### src/rtl/core/oomr_pkg.sv
// Package for the message ring: widths, codes, and the front-to-back op type.
`default_nettype none

package oomr_pkg;

   // Default storage geometry
   localparam int DEPTH_DEFAULT      = 16;
   localparam int SLOT_BYTES_DEFAULT = 64;

   // Field widths
   localparam int CMD_W      = 1;
   localparam int DATA_W     = 8;
   localparam int LENGTH_W   = 16;
   localparam int LIMIT_W    = 16;
   localparam int STATUS_W   = 3;
   localparam int DLEN_W     = 7;
   localparam int OCC_W      = 5;
   localparam int CAP_W      = 5;
   localparam int SLOT_LEN_W = 7;

   // Config port
   localparam int CSR_INDEX_W = 2;
   localparam int CSR_DATA_W  = 7;
   localparam logic [CSR_INDEX_W-1:0] REG_CAPACITY    = 2'd0;
   localparam logic [CSR_INDEX_W-1:0] REG_SLOT_LENGTH = 2'd1;
   localparam logic [CAP_W-1:0]      CAP_RESET      = 5'd16;
   localparam logic [SLOT_LEN_W-1:0] SLOT_LEN_RESET = 7'd64;

   // Command codes
   localparam logic [CMD_W-1:0] CMD_PUSH = 1'b0;
   localparam logic [CMD_W-1:0] CMD_POP  = 1'b1;

   // Widest slot index and byte offset over the parameter range
   localparam int SLOT_IDX_MAX_W = 8;
   localparam int OFF_MAX_W      = 6;

   // Entries in the op queue between front and back
   localparam int QUEUE_DEPTH = 2;

   typedef enum logic [STATUS_W-1:0] {
      ST_REJECTED    = 3'd0,
      ST_STORED      = 3'd1,
      ST_STORED_DROP = 3'd2,
      ST_EMPTY       = 3'd3,
      ST_BUSY        = 3'd4,
      ST_POPPED      = 3'd5
   } status_type;

   // One classified item, as handed from front to back
   typedef struct packed {
      logic                      pop_read;   // stream a stored message out
      status_type                status;
      logic [OCC_W-1:0]          occupancy;
      logic                      mem_wr;     // write one message byte
      logic                      len_wr;     // commit message length
      logic [SLOT_IDX_MAX_W-1:0] slot;
      logic [OFF_MAX_W-1:0]      offset;
      logic [DATA_W-1:0]         data;
      logic [SLOT_LEN_W-1:0]     length;
      logic [LIMIT_W-1:0]        limit;
   } op_type;

endpackage

`default_nettype wire

### src/rtl/core/oomr_if.sv
// Request and response channel interfaces of the message ring.
`default_nettype none

interface oomr_req_if;
   import oomr_pkg::*;
   logic                valid;
   logic                ready;
   logic [CMD_W-1:0]    cmd;
   logic [DATA_W-1:0]   data_in;
   logic [LENGTH_W-1:0] push_length;
   logic [LIMIT_W-1:0]  pop_limit;

   modport source (output valid, cmd, data_in, push_length, pop_limit, input ready);
   modport sink   (input valid, cmd, data_in, push_length, pop_limit, output ready);
endinterface


`default_nettype wire

### src/rtl/core/oomr_front.sv
// Front end: accepts items, tracks ring and open-message state, classifies each item.
`default_nettype none

module oomr_front #(
   parameter int DEPTH      = oomr_pkg::DEPTH_DEFAULT,
   parameter int SLOT_BYTES = oomr_pkg::SLOT_BYTES_DEFAULT
) (
   input  wire logic                             clock,
   input  wire logic                             reset,
   oomr_req_if.sink                              req_bus,
   input  wire logic                             csr_wr_en,
   input  wire logic [oomr_pkg::CSR_INDEX_W-1:0] csr_index,
   input  wire logic [oomr_pkg::CSR_DATA_W-1:0]  csr_wdata,
   output oomr_pkg::op_type                      q_wr_data,
   output logic                                  q_wr_en,
   input  wire logic                             q_full
);
   import oomr_pkg::*;

   localparam int IDX_W = (DEPTH > 1) ? $clog2(DEPTH) : 1;
   localparam int CNT_W = $clog2(DEPTH + 1);
   localparam int OFF_W = (SLOT_BYTES > 1) ? $clog2(SLOT_BYTES) : 1;
   localparam int SUM_W = ((CNT_W > CAP_W) ? CNT_W : CAP_W) + 1;

   logic [CAP_W-1:0]      cap_reg_ff, cap_reg_in;
   logic [SLOT_LEN_W-1:0] slot_len_ff, slot_len_in;
   logic [IDX_W-1:0]      head_ff, head_in;
   logic [CNT_W-1:0]      count_ff, count_in;
   logic                  open_ff, open_in;
   logic                  disc_ff, disc_in;
   logic [LENGTH_W-1:0]   idx_ff, idx_in;
   logic [LENGTH_W-1:0]   total_ff, total_in;
   logic [IDX_W-1:0]      pslot_ff, pslot_in;

   logic                  accept;
   logic [SUM_W-1:0]      cap;
   logic [SUM_W-1:0]      slot_sum;
   logic [IDX_W-1:0]      new_slot;
   logic [SUM_W-1:0]      head_inc;
   logic [IDX_W-1:0]      head_next;
   logic                  disc_now;
   logic [LENGTH_W-1:0]   idx_now;
   logic [LENGTH_W-1:0]   total_now;
   logic [IDX_W-1:0]      slot_now;
   logic [LENGTH_W:0]     idx_inc;
   op_type                op;

   assign req_bus.ready = !q_full;
   assign accept        = req_bus.valid && req_bus.ready;

   // Effective capacity and ring arithmetic
   always_comb begin
      if (cap_reg_ff == '0) begin
         cap = SUM_W'(1);
      end else if (SUM_W'(cap_reg_ff) > SUM_W'(DEPTH)) begin
         cap = SUM_W'(DEPTH);
      end else begin
         cap = SUM_W'(cap_reg_ff);
      end
      slot_sum = SUM_W'(head_ff) + SUM_W'(count_ff);
      if (slot_sum >= cap) begin
         slot_sum = slot_sum - cap;
      end
      new_slot = slot_sum[IDX_W-1:0];
      head_inc = SUM_W'(head_ff) + SUM_W'(1);
      if (head_inc >= cap) begin
         head_next = '0;
      end else begin
         head_next = head_inc[IDX_W-1:0];
      end
   end

   // Item classification and next state
   always_comb begin
      cap_reg_in  = cap_reg_ff;
      slot_len_in = slot_len_ff;
      head_in     = head_ff;
      count_in    = count_ff;
      open_in     = open_ff;
      disc_in     = disc_ff;
      idx_in      = idx_ff;
      total_in    = total_ff;
      pslot_in    = pslot_ff;
      disc_now    = disc_ff;
      idx_now     = idx_ff;
      total_now   = total_ff;
      slot_now    = pslot_ff;
      idx_inc     = '0;
      op          = '0;
      op.status   = ST_REJECTED;

      if (accept) begin
         if (req_bus.cmd == CMD_PUSH) begin
            if (!open_ff && req_bus.push_length == '0) begin
               op.status = ST_REJECTED;
            end else begin
               // first byte opens the message
               if (!open_ff) begin
                  total_now = req_bus.push_length;
                  idx_now   = '0;
                  disc_now  = (req_bus.push_length > LENGTH_W'(slot_len_ff)) ||
                              (req_bus.push_length > LENGTH_W'(SLOT_BYTES));
                  slot_now  = new_slot;
               end
               op.status = disc_now ? ST_REJECTED : ST_STORED;
               op.mem_wr = !disc_now;
               op.slot   = SLOT_IDX_MAX_W'(slot_now);
               op.offset = OFF_MAX_W'(idx_now[OFF_W-1:0]);
               op.data   = req_bus.data_in;
               idx_inc   = {1'b0, idx_now} + (LENGTH_W+1)'(1);
               if (idx_inc >= {1'b0, total_now}) begin
                  // last byte closes the message and commits it unless it was discarded
                  if (!disc_now) begin
                     op.len_wr = 1'b1;
                     op.length = total_now[SLOT_LEN_W-1:0];
                     if (SUM_W'(count_ff) >= cap) begin
                        head_in   = head_next;
                        op.status = ST_STORED_DROP;
                     end else begin
                        count_in = count_ff + CNT_W'(1);
                     end
                  end
                  open_in = 1'b0;
                  disc_in = 1'b0;
                  idx_in  = '0;
               end else begin
                  open_in  = 1'b1;
                  disc_in  = disc_now;
                  idx_in   = idx_inc[LENGTH_W-1:0];
                  total_in = total_now;
                  pslot_in = slot_now;
               end
            end
         end else begin
            if (open_ff) begin
               op.status = ST_BUSY;
            end else if (count_ff == '0) begin
               op.status = ST_EMPTY;
            end else begin
               op.status   = ST_POPPED;
               op.pop_read = 1'b1;
               op.slot     = SLOT_IDX_MAX_W'(head_ff);
               op.limit    = req_bus.pop_limit;
               head_in     = head_next;
               count_in    = count_ff - CNT_W'(1);
            end
         end
      end
      op.occupancy = OCC_W'(count_in);

      // register writes; a capacity write empties the ring
      if (csr_wr_en) begin
         case (csr_index)
            REG_CAPACITY: begin
               cap_reg_in = csr_wdata[CAP_W-1:0];
               head_in    = '0;
               count_in   = '0;
               open_in    = 1'b0;
               disc_in    = 1'b0;
               idx_in     = '0;
               total_in   = '0;
               pslot_in   = '0;
            end
            REG_SLOT_LENGTH: begin
               slot_len_in = csr_wdata[SLOT_LEN_W-1:0];
            end
            default: begin
            end
         endcase
      end
   end

   assign q_wr_en   = accept;
   assign q_wr_data = op;

   // State registers
   always_ff @(posedge clock) begin
      if (reset) begin
         cap_reg_ff  <= CAP_RESET;
         slot_len_ff <= SLOT_LEN_RESET;
         head_ff     <= '0;
         count_ff    <= '0;
         open_ff     <= 1'b0;
         disc_ff     <= 1'b0;
         idx_ff      <= '0;
         total_ff    <= '0;
         pslot_ff    <= '0;
      end else begin
         cap_reg_ff  <= cap_reg_in;
         slot_len_ff <= slot_len_in;
         head_ff     <= head_in;
         count_ff    <= count_in;
         open_ff     <= open_in;
         disc_ff     <= disc_in;
         idx_ff      <= idx_in;
         total_ff    <= total_in;
         pslot_ff    <= pslot_in;
      end
   end

endmodule

`default_nettype wire

### src/flat_wrapper.sv
// flat-port wrapper written by rule: the top's interface ports become plain ports
module oomr_front_flat import oomr_pkg::*;
#(
   parameter int DEPTH      = oomr_pkg::DEPTH_DEFAULT,
   parameter int SLOT_BYTES = oomr_pkg::SLOT_BYTES_DEFAULT
)
  (clock, reset, csr_wr_en, csr_index, csr_wdata, q_wr_data, q_wr_en, q_full, req_bus_valid, req_bus_cmd, req_bus_data_in, req_bus_push_length, req_bus_pop_limit, req_bus_ready);
  oomr_req_if req_bus_i ();
  input  wire logic clock;
  input  wire logic reset;
  input  wire logic csr_wr_en;
  input  wire logic [oomr_pkg::CSR_INDEX_W-1:0] csr_index;
  input  wire logic [oomr_pkg::CSR_DATA_W-1:0] csr_wdata;
  output oomr_pkg::op_type q_wr_data;
  output logic q_wr_en;
  input  wire logic q_full;
  input wire logic [$bits(req_bus_i.valid)-1:0] req_bus_valid;
  input wire logic [$bits(req_bus_i.cmd)-1:0] req_bus_cmd;
  input wire logic [$bits(req_bus_i.data_in)-1:0] req_bus_data_in;
  input wire logic [$bits(req_bus_i.push_length)-1:0] req_bus_push_length;
  input wire logic [$bits(req_bus_i.pop_limit)-1:0] req_bus_pop_limit;
  output wire logic [$bits(req_bus_i.ready)-1:0] req_bus_ready;
  assign req_bus_i.valid = req_bus_valid;
  assign req_bus_i.cmd = req_bus_cmd;
  assign req_bus_i.data_in = req_bus_data_in;
  assign req_bus_i.push_length = req_bus_push_length;
  assign req_bus_i.pop_limit = req_bus_pop_limit;
  assign req_bus_ready = req_bus_i.ready;
  oomr_front #(.DEPTH(DEPTH), .SLOT_BYTES(SLOT_BYTES)) u_core (.clock(clock), .reset(reset), .req_bus(req_bus_i), .csr_wr_en(csr_wr_en), .csr_index(csr_index), .csr_wdata(csr_wdata), .q_wr_data(q_wr_data), .q_wr_en(q_wr_en), .q_full(q_full));
endmodule
### config.mk
export PLATFORM = sky130hd
export DESIGN_NAME = oomr_front_flat
export DESIGN_NICKNAME = d
export VERILOG_FILES = /design/src/rtl/core/oomr_pkg.sv /design/src/rtl/core/oomr_if.sv /design/src/rtl/core/oomr_front.sv /design/src/flat_wrapper.sv
export SDC_FILE = /design/constraint.sdc
export NUM_CORES = 1
export LEC_CHECK = 0
export BUFFER_PORTS_ARGS = -buffer_cell sky130_fd_sc_hd__buf_2
export CAP_MARGIN = 20
export CORE_AREA = 2 2 114 116
export CTS_CLUSTER_SIZE = 28
export DETAILED_ROUTE_END_ITERATION = 6
export DIE_AREA = 0 0 116 118
export HOLD_SLACK_MARGIN = 0.12
export MAX_ROUTING_LAYER = met4
export PLACE_DENSITY = 0.68
export SLEW_MARGIN = 10
export SYNTH_ARGS = -nofsm -noshare
export SYNTH_HDL_FRONTEND = slang
export SYNTH_SLANG_ARGS = --single-unit
### constraint.sdc
create_clock -name clock -period 6.6 [get_ports clock]
set_input_delay 1.32 -clock clock [delete_from_list [all_inputs] [get_ports clock]]
set_output_delay 1.32 -clock clock [all_outputs]
set_load 0.01 [all_outputs]
==> results.json <==
{
  "max_cap_viol_count": 0,
  "worstSkewPairLatency_ns": 0.33,
  "dp_hpwl_mm": 10.0,
  "vdd_drop_max_uv": 132,
  "cts_setup_buffers": 0,
  "yosys.area.top_type": "dfxtp_1",
  "setup_slack_ns": 0.809,
  "syn_inst": 595,
  "path_class": "reg2out",
  "pre_cts_slack_ns": 1.24,
  "synth.area.top_cells": "dfxtp_1, ha_1, mux2i_1",
  "clock_power_share": 0.507,
  "fin_area_mm2": 0.00568,
  "final_antenna_net_count": 0,
  "power.net_switching_mw": 0.278,
  "holdCritPathClass": "reg2reg",
  "syn2layout_area_growth_pct": 20.0,
  "r2r-start": "u_core.open_ff$_SDFF_PP0_",
  "path_max_fanout": 44,
  "gr-usage-all-layers": 0.199,
  "routed_via_density": 5.37,
  "routed_wl_mm": 13.1,
  "cell_internal_pwr_mw": 0.836,
  "status": "completed",
  "drt_iter0_drc": 203,
  "tritoncts": "built",
  "cts_root_buf": "clkbuf_16",
  "seq_area_frac_synth": 0.249,
  "hold_buffers": 0,
  "first_global_vias": 4417,
  "grt_max_degree": 45,
  "fin_setup_tns_ns": 0,
  "antenna_found_initial": 0,
  "critPathLaunchType": "flop",
  "grt_setup_unrepaired": "no",
  "post_drt_wl_per_cell_um": 15.2,
  "powerDensity_mw_per_mm2": 196,
  "die_height_um": 118,
  "yosys_warnings": 0,
  "pin_count": 113,
  "drv_slew": 0,
  "startpoint": "u_core.open_ff$_SDFF_PP0_",
  "pwr-share-comb": 0.152,
  "required_ns": 5.28,
  "die_area_mm2": 0.0137,
  "clockBufferDepth": 2,
  "num_vias": 4622,
  "setup_viol": 0,
  "leakage_nw": 2.59,
  "cts_resized": 0,
  "yosysMostFrequentCell": "nor2_1",
  "rows": 41,
  "nets": 786,
  "ctsHtreeMaxLevel": 3,
  "grt_pass1_wl_mm": 21.1,
  "start_util": 0.382,
  "ys_ff_latch": 59,
  "skew_ns": 0.00549,
  "yosysTopAreaCellShare": 0.249,
  "seqPwrFrac": 0.341,
  "coreArea_mm2": 0.0124,
  "cts_inserted_buffers": 9,
  "synth_area_mm2": 0.00474,
  "hold_viol": 0,
  "synth_edf_count": 0,
  "grt-ovfl-total": 0,
  "synthDistinctLibCells": 69,
  "timing.fmax_mhz": 173,
  "cts.clk_slew.worst_paths_ns": 0.05,
  "min-delay-start": "u_core.disc_ff$_SDFF_PP0_",
  "drive_gt1_frac": 0.225,
  "setup.worst_path.end_class": "output port",
  "max-slew-margin-rel": 0.310,
  "fp.dieW_um": 116,
  "antenna-diode-count": 0,
  "cts_sinks": 59,
  "remaining_drc_errors": 0,
  "period_minus_slack_ns": 5.79,
  "avgSynthCellArea_um2": 7.96,
  "placed_area_mm2": 0.00532,
  "finalCritPeriodShare": 0.877,
  "tightest_slew_ns": 1.03,
  "synth_common_cells": "nor2_1, nand2_1, dfxtp_1",
  "dr.pass1.iters": 5,
  "gp_congestion": 0.926,
  "async_flop_share": 0,
  "ys.flop_type": "dfxtp_1",
  "switching_share": 0.249,
  "port_buffers": 108,
  "crit_arrival_ns": 4.47
}
## final cells by class
type / instances / area (um^2)
Clock buffer: 12 / 267
Clock inverter: 4 / 95.1
Fill cell: 1208 / 6730
Inverter: 25 / 93.8
Multi-Input combinational cell: 479 / 3280
Sequential cell: 59 / 1180
Tap cell: 172 / 215
Timing Repair Buffer: 109 / 548
## layer usage
| metal | routed length (um) | GRT usage | vias to the layer above | share of wire |
|---|---|---|---|---|
| met4 | 308 | 0.0685 | 0 | 0.023 |
| li1 | - | - | 2274 | - |
| met3 | 975 | 0.0402 | 24 | 0.074 |
| met2 | 6020 | 0.316 | 196 | 0.46 |
| met1 | 5800 | 0.251 | 2128 | 0.44 |
| met5 | 0 | - | - | 0 |
## cell families after synthesis
group,count (synthesis),synth area share
compound gates,112,0.160
fa+ha+maj,48,0.130
buf+inv,60,0.0605
mux,35,0.0745
xor+xnor,22,0.0407
other cells,1,0.000792
flops,59,0.249
simple gates,258,0.284
## power by group through the flow
stage	sequential (mW)	clock [mW]	combinational [mW]
global placement	0.386	0	0.162
global route	0.381	0.584	0.190
finish	0.380	0.565	0.169
CTS	0.379	0.571	0.168
floorplan	0.381	0	0.121
detailed placement	0.387	0	0.167
## final timing paths
kind / cells past startpoint / endpoint / slack (ns)
setup / recovery: 14 / q_wr_data[50] / 0.81
hold / removal: 2 / u_core.disc_ff$_SDFF_PP0_ / 0.46
setup reg to reg: 13 / u_core.idx_ff[13]$_SDFF_PP0_ / 2.19
hold reg to reg: 2 / u_core.disc_ff$_SDFF_PP0_ / 0.46
## flip-flops by register name (all words and copies together), names as in the netlist
register / flops
u_core.head_ff: 4
u_core.slot_len_ff: 7
u_core.disc_ff: 1
u_core.open_ff: 1
u_core.cap_reg_ff: 5
u_core.pslot_ff: 4
u_core.idx_ff: 16
u_core.count_ff: 5
u_core.total_ff: 16
## per-stage QoR
step | power (mW) | util | std cells | hold WS (ns)
after CTS | 1.12 | 0.458 | 860 | 0.458
after global placement | 0.548 | 0.429 | 844 | 0.446
after detailed placement | 0.554 | 0.429 | 844 | 0.449
after global routing | 1.15 | 0.458 | 860 | 0.467
final | 1.11 | 0.458 | 860 | 0.456
after floorplan | 0.501 | - | 598 | 0.427
## layout by cell type, fill, tap and decap left out, types with 3 or more instances in the layout
| cell | Yosys | final |
|---|---|---|
| a21o_1 | 5 | 5 |
| a211oi_1 | 15 | 15 |
| clkbuf_16 | 0 | 9 |
| a31oi_1 | 3 | 3 |
| mux2i_1 | 33 | 33 |
| o21ai_0 | 17 | 17 |
| a211oi_2 | 3 | 3 |
| nand4_1 | 6 | 6 |
| nor2_1 | 64 | 63 |
| dfxtp_1 | 59 | 58 |
| and3_1 | 25 | 25 |
| clkbuf_8 | 0 | 3 |
| ha_1 | 46 | 46 |
| xnor2_1 | 14 | 14 |
| inv_1 | 25 | 25 |
| buf_2 | 4 | 108 |
| or3_1 | 4 | 4 |
| nand2b_1 | 7 | 7 |
| bufinv_16 | 0 | 3 |
| conb_1 | 1 | 4 |
| xor2_1 | 8 | 8 |
| nor3_1 | 9 | 9 |
| o31ai_1 | 3 | 3 |
| a21oi_1 | 39 | 39 |
| and2_1 | 27 | 27 |
| nand3_1 | 30 | 30 |
| nand2_1 | 62 | 62 |
## critical path, stage by stage, from the launching register on
cell and delay (ns):
dfxtp_2 0.51, buf_4 0.49, nand2_1 0.17, nor3_1 0.51, nand2_1 0.22, o31ai_1 0.38
ha_1 0.31, nand3_1 0.12, nor2_1 0.06, o21ai_0 0.19, and4b_4 0.53, nor3_2 0.11
o221ai_1 0.22, and2_1 0.16, buf_2 0.13
Note: power is estimated with default switching activity, not from simulation.
