===== config.mk =====
export PLATFORM = sky130hd
export DESIGN_NAME = oomr_queue
export DESIGN_NICKNAME = d
export VERILOG_FILES = /design/src/rtl/core/oomr_pkg.sv /design/src/rtl/core/oomr_queue.sv
export SDC_FILE = /design/constraint.sdc
export NUM_CORES = 1
export LEC_CHECK = 0
export BUFFER_PORTS_ARGS = -buffer_cell sky130_fd_sc_hd__buf_2
export CAP_MARGIN = 25
export CORE_MARGIN = 8
export CORE_UTILIZATION = 51
export CTS_CLUSTER_SIZE = 28
export DETAILED_ROUTE_END_ITERATION = 8
export GPL_ROUTABILITY_DRIVEN = 0
export GPL_TIMING_DRIVEN = 0
export PLACE_DENSITY = 0.79
export SLEW_MARGIN = 20
export SYNTH_ARGS = -nofsm -noshare
export SYNTH_HDL_FRONTEND = slang
export SYNTH_SLANG_ARGS = --single-unit

===== constraint.sdc =====
create_clock -name clock -period 2.7 [get_ports clock]
set_input_delay 0.405 -clock clock [delete_from_list [all_inputs] [get_ports clock]]
set_output_delay 0.405 -clock clock [all_outputs]
set_load 0.05 [all_outputs]

===== src/rtl/core/oomr_pkg.sv =====
// Package for the message ring: widths, codes, and the front-to-back op type.
`default_nettype none

package oomr_pkg;

   // Default storage geometry
   localparam int DEPTH_DEFAULT      = 16;
   localparam int SLOT_BYTES_DEFAULT = 64;

   // Field widths
   localparam int CMD_W      = 1;
   localparam int DATA_W     = 8;
   localparam int LENGTH_W   = 16;
   localparam int LIMIT_W    = 16;
   localparam int STATUS_W   = 3;
   localparam int DLEN_W     = 7;
   localparam int OCC_W      = 5;
   localparam int CAP_W      = 5;
   localparam int SLOT_LEN_W = 7;

   // Config port
   localparam int CSR_INDEX_W = 2;
   localparam int CSR_DATA_W  = 7;
   localparam logic [CSR_INDEX_W-1:0] REG_CAPACITY    = 2'd0;
   localparam logic [CSR_INDEX_W-1:0] REG_SLOT_LENGTH = 2'd1;
   localparam logic [CAP_W-1:0]      CAP_RESET      = 5'd16;
   localparam logic [SLOT_LEN_W-1:0] SLOT_LEN_RESET = 7'd64;

   // Command codes
   localparam logic [CMD_W-1:0] CMD_PUSH = 1'b0;
   localparam logic [CMD_W-1:0] CMD_POP  = 1'b1;

   // Widest slot index and byte offset over the parameter range
   localparam int SLOT_IDX_MAX_W = 8;
   localparam int OFF_MAX_W      = 6;

   // Entries in the op queue between front and back
   localparam int QUEUE_DEPTH = 2;

   typedef enum logic [STATUS_W-1:0] {
      ST_REJECTED    = 3'd0,
      ST_STORED      = 3'd1,
      ST_STORED_DROP = 3'd2,
      ST_EMPTY       = 3'd3,
      ST_BUSY        = 3'd4,
      ST_POPPED      = 3'd5
   } status_type;

   // One classified item, as handed from front to back
   typedef struct packed {
      logic                      pop_read;   // stream a stored message out
      status_type                status;
      logic [OCC_W-1:0]          occupancy;
      logic                      mem_wr;     // write one message byte
      logic                      len_wr;     // commit message length
      logic [SLOT_IDX_MAX_W-1:0] slot;
      logic [OFF_MAX_W-1:0]      offset;
      logic [DATA_W-1:0]         data;
      logic [SLOT_LEN_W-1:0]     length;
      logic [LIMIT_W-1:0]        limit;
   } op_type;

endpackage

`default_nettype wire


===== src/rtl/core/oomr_queue.sv =====
// Short op queue that decouples the front end from the back end.
`default_nettype none

module oomr_queue (
   input  wire logic              clock,
   input  wire logic              reset,
   input  wire logic              wr_en,
   input  wire oomr_pkg::op_type  wr_data,
   output logic                   full,
   output logic                   rd_valid,
   output oomr_pkg::op_type       rd_data,
   input  wire logic              rd_en
);
   import oomr_pkg::*;

   localparam int PTR_W = (QUEUE_DEPTH > 1) ? $clog2(QUEUE_DEPTH) : 1;
   localparam int CNT_W = $clog2(QUEUE_DEPTH + 1);

   op_type           entry_ff [QUEUE_DEPTH];
   logic [PTR_W-1:0] wr_ptr_ff, wr_ptr_in;
   logic [PTR_W-1:0] rd_ptr_ff, rd_ptr_in;
   logic [CNT_W-1:0] count_ff, count_in;
   logic             do_wr;
   logic             do_rd;

   assign full     = (count_ff == CNT_W'(QUEUE_DEPTH));
   assign rd_valid = (count_ff != '0);
   assign rd_data  = entry_ff[rd_ptr_ff];
   assign do_wr    = wr_en && !full;
   assign do_rd    = rd_en && rd_valid;

   // Pointer and fill count
   always_comb begin
      wr_ptr_in = wr_ptr_ff;
      rd_ptr_in = rd_ptr_ff;
      count_in  = count_ff;
      if (do_wr) begin
         wr_ptr_in = (wr_ptr_ff == PTR_W'(QUEUE_DEPTH - 1)) ? '0 : wr_ptr_ff + PTR_W'(1);
      end
      if (do_rd) begin
         rd_ptr_in = (rd_ptr_ff == PTR_W'(QUEUE_DEPTH - 1)) ? '0 : rd_ptr_ff + PTR_W'(1);
      end
      if (do_wr && !do_rd) begin
         count_in = count_ff + CNT_W'(1);
      end else if (do_rd && !do_wr) begin
         count_in = count_ff - CNT_W'(1);
      end
   end

   always_ff @(posedge clock) begin
      if (reset) begin
         wr_ptr_ff <= '0;
         rd_ptr_ff <= '0;
         count_ff  <= '0;
      end else begin
         wr_ptr_ff <= wr_ptr_in;
         rd_ptr_ff <= rd_ptr_in;
         count_ff  <= count_in;
      end
   end

   // Entry storage
   always_ff @(posedge clock) begin
      if (do_wr) begin
         entry_ff[wr_ptr_ff] <= wr_data;
      end
   end

endmodule

`default_nettype wire


==> out/metrics.cfg, run 1 <==
[run_status]
status = finished, final reports clean

[finish]
layout.nets = 397
nFillCells = 563
area_delta_synth_final_pct = 30.5
final_cell_mix = 119 x buf_2, 112 x edfxtp_1, 56 x mux2_2
final_util_pct = 68.2
final_cells = 453
layout-drive-gt1-share_pct = 61.5
diodes = 0
final_common_cell = buf_2

[flow_run]
max-cap-violations = 0

[die]
ioPinCount = 118
die_area_um2 = 11500
die_w_um = 107
core-area_um2 = 8130
die_y_um = 107
start_util_pct = 52.3
rows = 33

[global_routing]
antenna_found_initial = 1
grt_pass1_wl_mm = 12.6
grt_usage_pct = 14.6
grt_overflow_total = 0
grt_pass1_vias = 2496
grt_max_degree = 57

[routing]
drc = 0
vias = 2224
wl_per_cell_um = 18.2
ant_nets = 0
dr.first_iter.drc_count = 60
viasPerCell = 4.91
drt_wl_total_mm = 8.23
dr.pass1.iters = 4

[sta]
post-route-min-period_ps = 2290
clock-skew-final_ps = 10.1
tns_ps = 0
relSlewSlack_pct = 52.3
rsz0062_at_grt = false
setup_viol = 0
hold_violations = 0
fin_ws_ps = 409
slew_viol_final = 0
worstMarginPinSlew_ps = 716
min_period_over_period_pct = 84.8
max_freq_mhz = 437

[worst_setup_path]
crit_fanout = 10
setup.worst_path.start_class = register
worstPathRequired_ps = 2300
path_class = register to output port
cp-end-kind = output port
worstPathArrival_ps = 1890

[placement]
pre_cts_ws_ps = 779
io_buffers = 117
dp.cells = 422
hpwlAfterDp_mm = 5.50

[yosys]
synthDistinctLibCells = 15
yosysSeqAreaShare_pct = 81.4
yosysTopAreaCell = edfxtp_1
yosys_warnings = 0
syn_inst = 199
postSynthAreaPerCell_um2 = 21.4
syn_area_um2 = 4250
synth.net_count = 260
synth_top_area_share_pct = 79.1
ys_top_cells_by_area = edfxtp_1 79%, mux2_2 15%, dfxtp_1 2.4%
ys_ff_latch = 117

[clocking]
clock_sinks = 117
clk_pin_slew_ps = 60
root_buffer = clkbuf_8
clk_latency_ps = 500
htreeDepth = 4
clk_path_buf_depth = 2
cts_resized = 0
cts_buffers = 17
cts_setup_buffers = 0
hold_buffers = 0
cts_tree = built

[power_and_ir_drop]
ir_drop_mv = 0.938
leakage_uw = 0.00212
p_per_area_nw_per_um2 = 1180
finalPower_uw = 6560

[hold_path]
hold_class = input port to register

==> state kept, by name (all words and copies together), names as in the netlist, named ones only <==
register,flops
count_ff,2
wr_ptr_ff,1
rd_ptr_ff,1
entry_ff,112
==> final cells by class <==
cell class              instances  area (um2)  area share, %
well taps                     105         131           2.37
inverters                       2        10.0          0.180
multi-input cells              74         746           13.4
repair buffers                118         606           10.9
plain buffers                   6        40.0          0.721
flip-flops and latches        117        3460           62.4
clock inverters                13         136           2.46
clock buffers                  18         418           7.53
==> where the power goes <==
part / internal (uW) / switching (uW) / total (uW)
logic: 593 / 1540 / 2130
clock network: 1300 / 767 / 2070
registers: 2290 / 66.5 / 2350
total: 4180 / 2380 / 6560
==> synthesized netlist by cell type (all sizes together) <==
library cell and instances:
and2 1, a21oi 2, ha 1, edfxtp 112
buf 6, nor2b 1, inv 2, dfxtp 5
or2 1, or3 2, xor2 3, nor2 4
mux2 56, o21ai 3
==> logic make-up (layout without fill, tap and decap cells) <==
| logic type | count (synthesis) | count (layout) | share of synthesized area, % |
|---|---|---|---|
| mux | 56 | 56 | 14.8 |
| xor+xnor | 3 | 3 | 0.618 |
| buf+inv | 8 | 157 | 1.12 |
| fa+ha+maj | 1 | 1 | 0.294 |
| flops | 117 | 117 | 81.4 |
| simple gates | 9 | 9 | 1.15 |
| compound gates | 5 | 5 | 0.588 |
==> worst paths after layout <==
check	startpoint	to	slack [ps]	cells after the start
max reg2reg	count_ff[0]$_SDFFE_PP0P_	entry_ff[0][32]$_DFFE_PP_	860	3
min reg2reg	rd_ptr_ff$_SDFFE_PP0P_	rd_ptr_ff$_SDFFE_PP0P_	510	2
max	register	rd_data[6]	410	4
min	wr_data[9]	entry_ff[1][9]$_DFFE_PP_	90	1
==> per-stage QoR <==
step | area [um2] | hold slack, ps
floorplan | 4250 | 452
global placement | 4970 | 467
detailed placement | 5000 | 500
CTS | 5550 | 65.8
global route | 5550 | 63.9
finish | 5550 | 91.9
==> layer usage <==
metal | GRT usage, % | part of all wire, % | vias to the layer above
li1 | - | - | 1062
met5 | 0 | 0.16 | -
met4 | 7.14 | 1.1 | 2
met2 | 24.5 | 50 | 81
met1 | 16.0 | 40 | 1068
met3 | 5.57 | 8.4 | 11
==> critical path, cell delays in order (launching register included) <==
cell and delay [ps]:
dfxtp_1 310, buf_2 260, buf_4 250, mux2_2 360, buf_2 210
(Power assumes the default switching activity.)
==> inputs of run 2 (changes only) <==
--- a/config.mk
+++ b/config.mk
@@ -5,15 +5,16 @@
 export SDC_FILE = /design/constraint.sdc
 export NUM_CORES = 1
 export LEC_CHECK = 0
+export ABC_AREA = 1
 export BUFFER_PORTS_ARGS = -buffer_cell sky130_fd_sc_hd__buf_2
 export CAP_MARGIN = 25
 export CORE_MARGIN = 8
-export CORE_UTILIZATION = 51
+export CORE_UTILIZATION = 52
 export CTS_CLUSTER_SIZE = 28
 export DETAILED_ROUTE_END_ITERATION = 8
 export GPL_ROUTABILITY_DRIVEN = 0
 export GPL_TIMING_DRIVEN = 0
-export PLACE_DENSITY = 0.79
+export PLACE_DENSITY = 0.8
 export SLEW_MARGIN = 20
 export SYNTH_ARGS = -nofsm -noshare
 export SYNTH_HDL_FRONTEND = slang
==> constraint.sdc (replaced) <==
create_clock -name clock -period 2.4 [get_ports clock]
set_input_delay 0.36 -clock clock [delete_from_list [all_inputs] [get_ports clock]]
set_output_delay 0.36 -clock clock [all_outputs]
set_load 0.05 [all_outputs]
==> out/metrics.cfg, run 2 <==
[routing]
dr.first_iter.drc_count = 79
dr.pass1.iters = 4
ant_nets = 0
drc = 0
drt_wl_total_mm = 8.20
wl_per_cell_um = 17.5
vias = 2306
viasPerCell = 4.92

[hold_path]
hold_class = input port to register
worstHoldStart = wr_data[17]

[worst_setup_path]
worstPathRequired_ps = 2040
cpMostUsedCell = buf_6
setup.worst_path.start_class = register
worstPathArrival_ps = 1730
slowest_delay_ps = 340
path_class = register to output port
r2r-start = count_ff[1]$_SDFFE_PP0P_
cp_cell_sequence = buf_6 -> buf_6 -> mux2_4 -> buf_2
cp-end-kind = output port
crit_fanout = 10
crit_slowest_cell = dfxtp_1

[clocking]
cts_resized = 0
htreeDepth = 4
root_buffer = clkbuf_8
cts_buffers = 17
clk_path_buf_depth = 2
clock_sinks = 117
hold_buffers = 0
clk_latency_ps = 500
cts_tree = built
cts_setup_buffers = 0
clk_pin_slew_ps = 50

[placement]
hpwlAfterDp_mm = 5.96
place_area_um2 = 5290
io_buffers = 117

[sta]
rsz0062_at_grt = false
relSlewSlack_pct = 60.2
max_freq_mhz = 479
setup_viol = 0
tns_ps = 0
slew_viol_final = 0
post-route-min-period_ps = 2090
hold_violations = 0
clock-skew-final_ps = 9.75
min_period_over_period_pct = 87.0
worstMarginPinSlew_ps = 595

[power_and_ir_drop]
p_per_area_nw_per_um2 = 1300
ir_drop_mv = 0.951
pwr-share-clk_pct = 33.6
power_switching_uw = 2510
p_comb_share_pct = 31.5
leakage_uw = 0.00236
pwr-share-seq_pct = 34.9
power.share.switching_pct = 32.8
finalPower_uw = 7640
p_int_uw = 5130

[finish]
final_util_pct = 71.4
reg_top3 = entry_ff (112), count_ff (2)
largest_reg_flops = 112
diodes = 0
final_cell_mix = 118 x buf_2, 112 x edfxtp_1, 40 x mux2_4
layout.nets = 412
area_delta_synth_final_pct = 32.7
layout-drive-gt1-share_pct = 57.7
final_common_cell = buf_2
final_cell_area_um2 = 5900
top_register = entry_ff

[global_routing]
grt_util_met2_pct = 23.6
grt_max_degree = 24
grt_overflow_total = 0
antenna_found_initial = 1
grt_busiest_layer = met2
met1_usage_pct = 14.8
gr-usage-met3_pct = 7.02
grt_usage_pct = 14.1
grt_pass1_wl_mm = 12.2
grt_pass1_vias = 2484

[run_status]
status = finished, final reports clean

[yosys]
yosysMostFrequentCell = edfxtp_1
synthArstFlopShare_pct = 0
ys_ff_latch = 117
synth.net_count = 272
postSynthAreaPerCell_um2 = 21.1
synth_edf_count = 112
yosys_warnings = 0
syn_area_um2 = 4450
synthDistinctLibCells = 15
ys_top_cells_by_area = edfxtp_1 76%, mux2_4 14%, mux2_2 4.1%
synth_top_area_share_pct = 75.7
synth-main-ff-cell = edfxtp_1
yosys-top-cells-count = 112 x edfxtp_1, 40 x mux2_4, 16 x mux2_2, 8 x inv_1, 8 x nor2_1
syn_inst = 211
yosysTopAreaCell = edfxtp_1
yosysSeqAreaShare_pct = 77.9

[die]
start_util_pct = 53.8
die_area_um2 = 11800
core-area_um2 = 8260
rows = 33
ioPinCount = 118
die_w_um = 108
die_y_um = 108

[flow_run]
max-cap-violations = 0

run 2: cells by family (layout without fill, tap and decap cells):
kind of cell | count (synthesis) | in the layout | share of synthesized area (%)
AOI/OAI and AO/OA | 5 | 5 | 0.563
DFF | 117 | 117 | 77.9
and+or+nand+nor | 18 | 18 | 1.63
muxes | 56 | 56 | 17.6
adders and majority gates | 1 | 1 | 0.281
buffers and inverters | 14 | 167 | 2.05
run 2: stage by stage:
step                      hold WS (ps)  cells  setup slack [ps]
after CTS                         22.5    469               261
after floorplan                    459    211              -909
after global routing              11.3    469               220
after detailed placement           517    437               624
after global placement             480    433             -2210
final                             47.1    469               312
run 2: final timing paths:
check / to / slack [ps] / cells past startpoint
worst min-delay path: entry_ff[0][17]$_DFFE_PP_ / 50 / 1
worst min register to register: register / 540 / 2
worst max-delay path: rd_data[26] / 310 / 4
worst max register to register: count_ff[1]$_SDFFE_PP0P_ / 630 / 8
run 2: area by class of cell:
class,count,area (um2)
Sequential cell,117,3460
Fill cell,561,2360
Multi-Input combinational cell,80,906
Timing Repair Buffer,121,696
Clock buffer,21,429
Clock inverter,11,181
Tap cell,105,131
Buffer,6,61.3
Inverter,8,30.0
run 2: power by group through the flow:
| stage | Clock (uW) | Combinational, uW | Sequential, uW |
|---|---|---|---|
| floorplan | 0 | 1880 | 2700 |
| global placement | 0 | 2300 | 2720 |
| detailed placement | 0 | 2440 | 2710 |
| CTS | 2620 | 2440 | 2670 |
| global route | 2720 | 2530 | 2680 |
| finish | 2570 | 2410 | 2660 |
run 2: critical path, delay by kind of cell, from the launching register on:
family	cells	cell delay [ps]
buf+inv	3	560
flops	1	340
mux	1	320
run 2: layer usage:
| layer | vias up | wire [um] | share of wire [%] |
|---|---|---|---|
| met4 | 2 | 27 | 0.33 |
| met1 | 1104 | 3150 | 38 |
| li1 | 1101 | - | - |
| met5 | - | 13 | 0.16 |
| met2 | 93 | 4280 | 52 |
| met3 | 6 | 724 | 8.8 |
==> inputs of run 3 (changes only) <==
--- a/config.mk
+++ b/config.mk
@@ -6,6 +6,7 @@
 export NUM_CORES = 1
 export LEC_CHECK = 0
 export ABC_AREA = 1
+export ABC_CLOCK_PERIOD_IN_PS = 2400
 export BUFFER_PORTS_ARGS = -buffer_cell sky130_fd_sc_hd__buf_2
 export CAP_MARGIN = 25
 export CORE_MARGIN = 8
@@ -15,6 +16,7 @@
 export GPL_ROUTABILITY_DRIVEN = 0
 export GPL_TIMING_DRIVEN = 0
 export PLACE_DENSITY = 0.8
+export RECOVER_POWER = 100
 export SLEW_MARGIN = 20
 export SYNTH_ARGS = -nofsm -noshare
 export SYNTH_HDL_FRONTEND = slang
==> out/metrics.cfg, run 3 (same netlist as run 2, synthesis figures left out) <==
[worst_setup_path]
ff2ff_setup_slack_ps = 350
r2r-start = count_ff[1]$_SDFFE_PP0P_
cp-end-kind = output port
crit_fanout = 10
r2r_cells = 4
setup.worst_path.start_class = register
worstPathArrival_ps = 1760
path_class = register to output port
r2r-end = entry_ff[0][41]$_DFFE_PP_
worstPathRequired_ps = 2040

[routing]
wl_per_cell_um = 17.4
viasPerCell = 4.93
drt_wl_total_mm = 8.15
drc = 0
dr.pass1.iters = 4
vias = 2314
dr.first_iter.drc_count = 64
ant_nets = 0

[die]
ioPinCount = 118
die_area_um2 = 11800
die_w_um = 108
start_util_pct = 53.8
die_y_um = 108
rows = 33
core-area_um2 = 8260

[global_routing]
grt_usage_pct = 14.1
grt_util_met2_pct = 23.6
antenna_found_initial = 1
grt_overflow_total = 0
met1_usage_pct = 14.8
grt_max_degree = 24
grt_pass1_wl_mm = 12.2
grt_pass1_vias = 2484
grt_busiest_layer = met2
gr-usage-met3_pct = 7.02

[flow_run]
max-cap-violations = 0

[clocking]
clk_latency_ps = 500
root_buffer = clkbuf_8
hold_buffers = 0
cts_buffers = 17
clk_pin_slew_ps = 50
clock_sinks = 117
cts_tree = built
htreeDepth = 4
cts_setup_buffers = 0
clk_path_buf_depth = 2
cts_resized = 0

[placement]
place_area_um2 = 5290
hpwlAfterDp_mm = 5.96
io_buffers = 117

[sta]
hold_violations = 0
post-route-min-period_ps = 2120
holdWs_ps = 47.7
tns_ps = 0
rsz0062_at_grt = false
slew_viol_final = 0
min_period_over_period_pct = 88.4
relSlewSlack_pct = 30.7
max_freq_mhz = 471
worstMarginPinSlew_ps = 1040
setup_viol = 0
clock-skew-final_ps = 10.4

[finish]
top_register = entry_ff
diodes = 0
final_cell_area_um2 = 5840
final_common_cell = edfxtp_1
layout-drive-gt1-share_pct = 48.1
final_util_pct = 70.8
largest_reg_flops = 112
area_delta_synth_final_pct = 31.5
reg_top3 = entry_ff (112), count_ff (2)
layout.nets = 412
final_cell_mix = 112 x edfxtp_1, 45 x clkbuf_2, 40 x mux2_4

[power_and_ir_drop]
leakage_uw = 0.00227
p_per_area_nw_per_um2 = 1300
ir_drop_mv = 0.980

[run_status]
status = finished, final reports clean

[hold_path]
whs_endpoint = entry_ff[0][17]$_DFFE_PP_
hold_class = input port to register
worstHoldStart = wr_data[17]
hold-path-cell-count = 1

-- run 3: cell count changes in the layout (fill, tap and decap cells not counted), sizes merged --
cell    change
buf        -80
clkbuf     +80
-- run 3: where the power goes --
group | switching, uW | internal [uW] | total [uW] | leakage (uW)
Clock | 792 | 1770 | 2570 | 0.000289
Combinational | 1640 | 746 | 2380 | 0.000893
Sequential | 78.8 | 2590 | 2660 | 0.00109
-- run 3: per-layer routing --
metal  part of all wire [%]  vias up  wire length [um]
met5                   0.16        -                13
li1                       -     1103                 -
met2                     53       91              4290
met4                   0.33        2                27
met1                     38     1112              3090
met3                    9.0        6               733
-- run 3: worst max path at each step --
stage | cells after the start | start | to
after floorplan | 3 | count_ff[1]$_SDFFE_PP0P_ | entry_ff[0][0]$_DFFE_PP_
after global placement | 3 | wr_en | entry_ff[1][49]$_DFFE_PP_
after detailed placement | 8 | count_ff[1]$_SDFFE_PP0P_ | count_ff[1]$_SDFFE_PP0P_
after CTS | 4 | register | rd_data[5]
after global routing | 4 | count_ff[1]$_SDFFE_PP0P_ | entry_ff[0][35]$_DFFE_PP_
final | 4 | register | rd_data[5]
-- run 3: cell type report --
type	count	area (um2)
Buffer	6	61.3
Clock buffer	21	429
Clock inverter	11	181
Fill cell	577	2410
Inverter	8	30.0
Multi-Input combinational cell	80	896
Sequential cell	117	3460
Tap cell	105	131
Timing Repair Buffer	121	652
-- run 3: metrics by stage --
step	power, uW	setup slack, ps	cells
after floorplan	4580	-909	211
after global placement	5030	-2210	433
after detailed placement	5150	624	437
after CTS	7730	261	469
after global routing	7900	173	469
final	7610	278	469
-- run 3: worst max-delay path, stage by stage, from the launching register on --
cell,delay (ps)
dfxtp_1,340
buf_6,170
buf_6,190
mux2_4,310
clkbuf_2,240
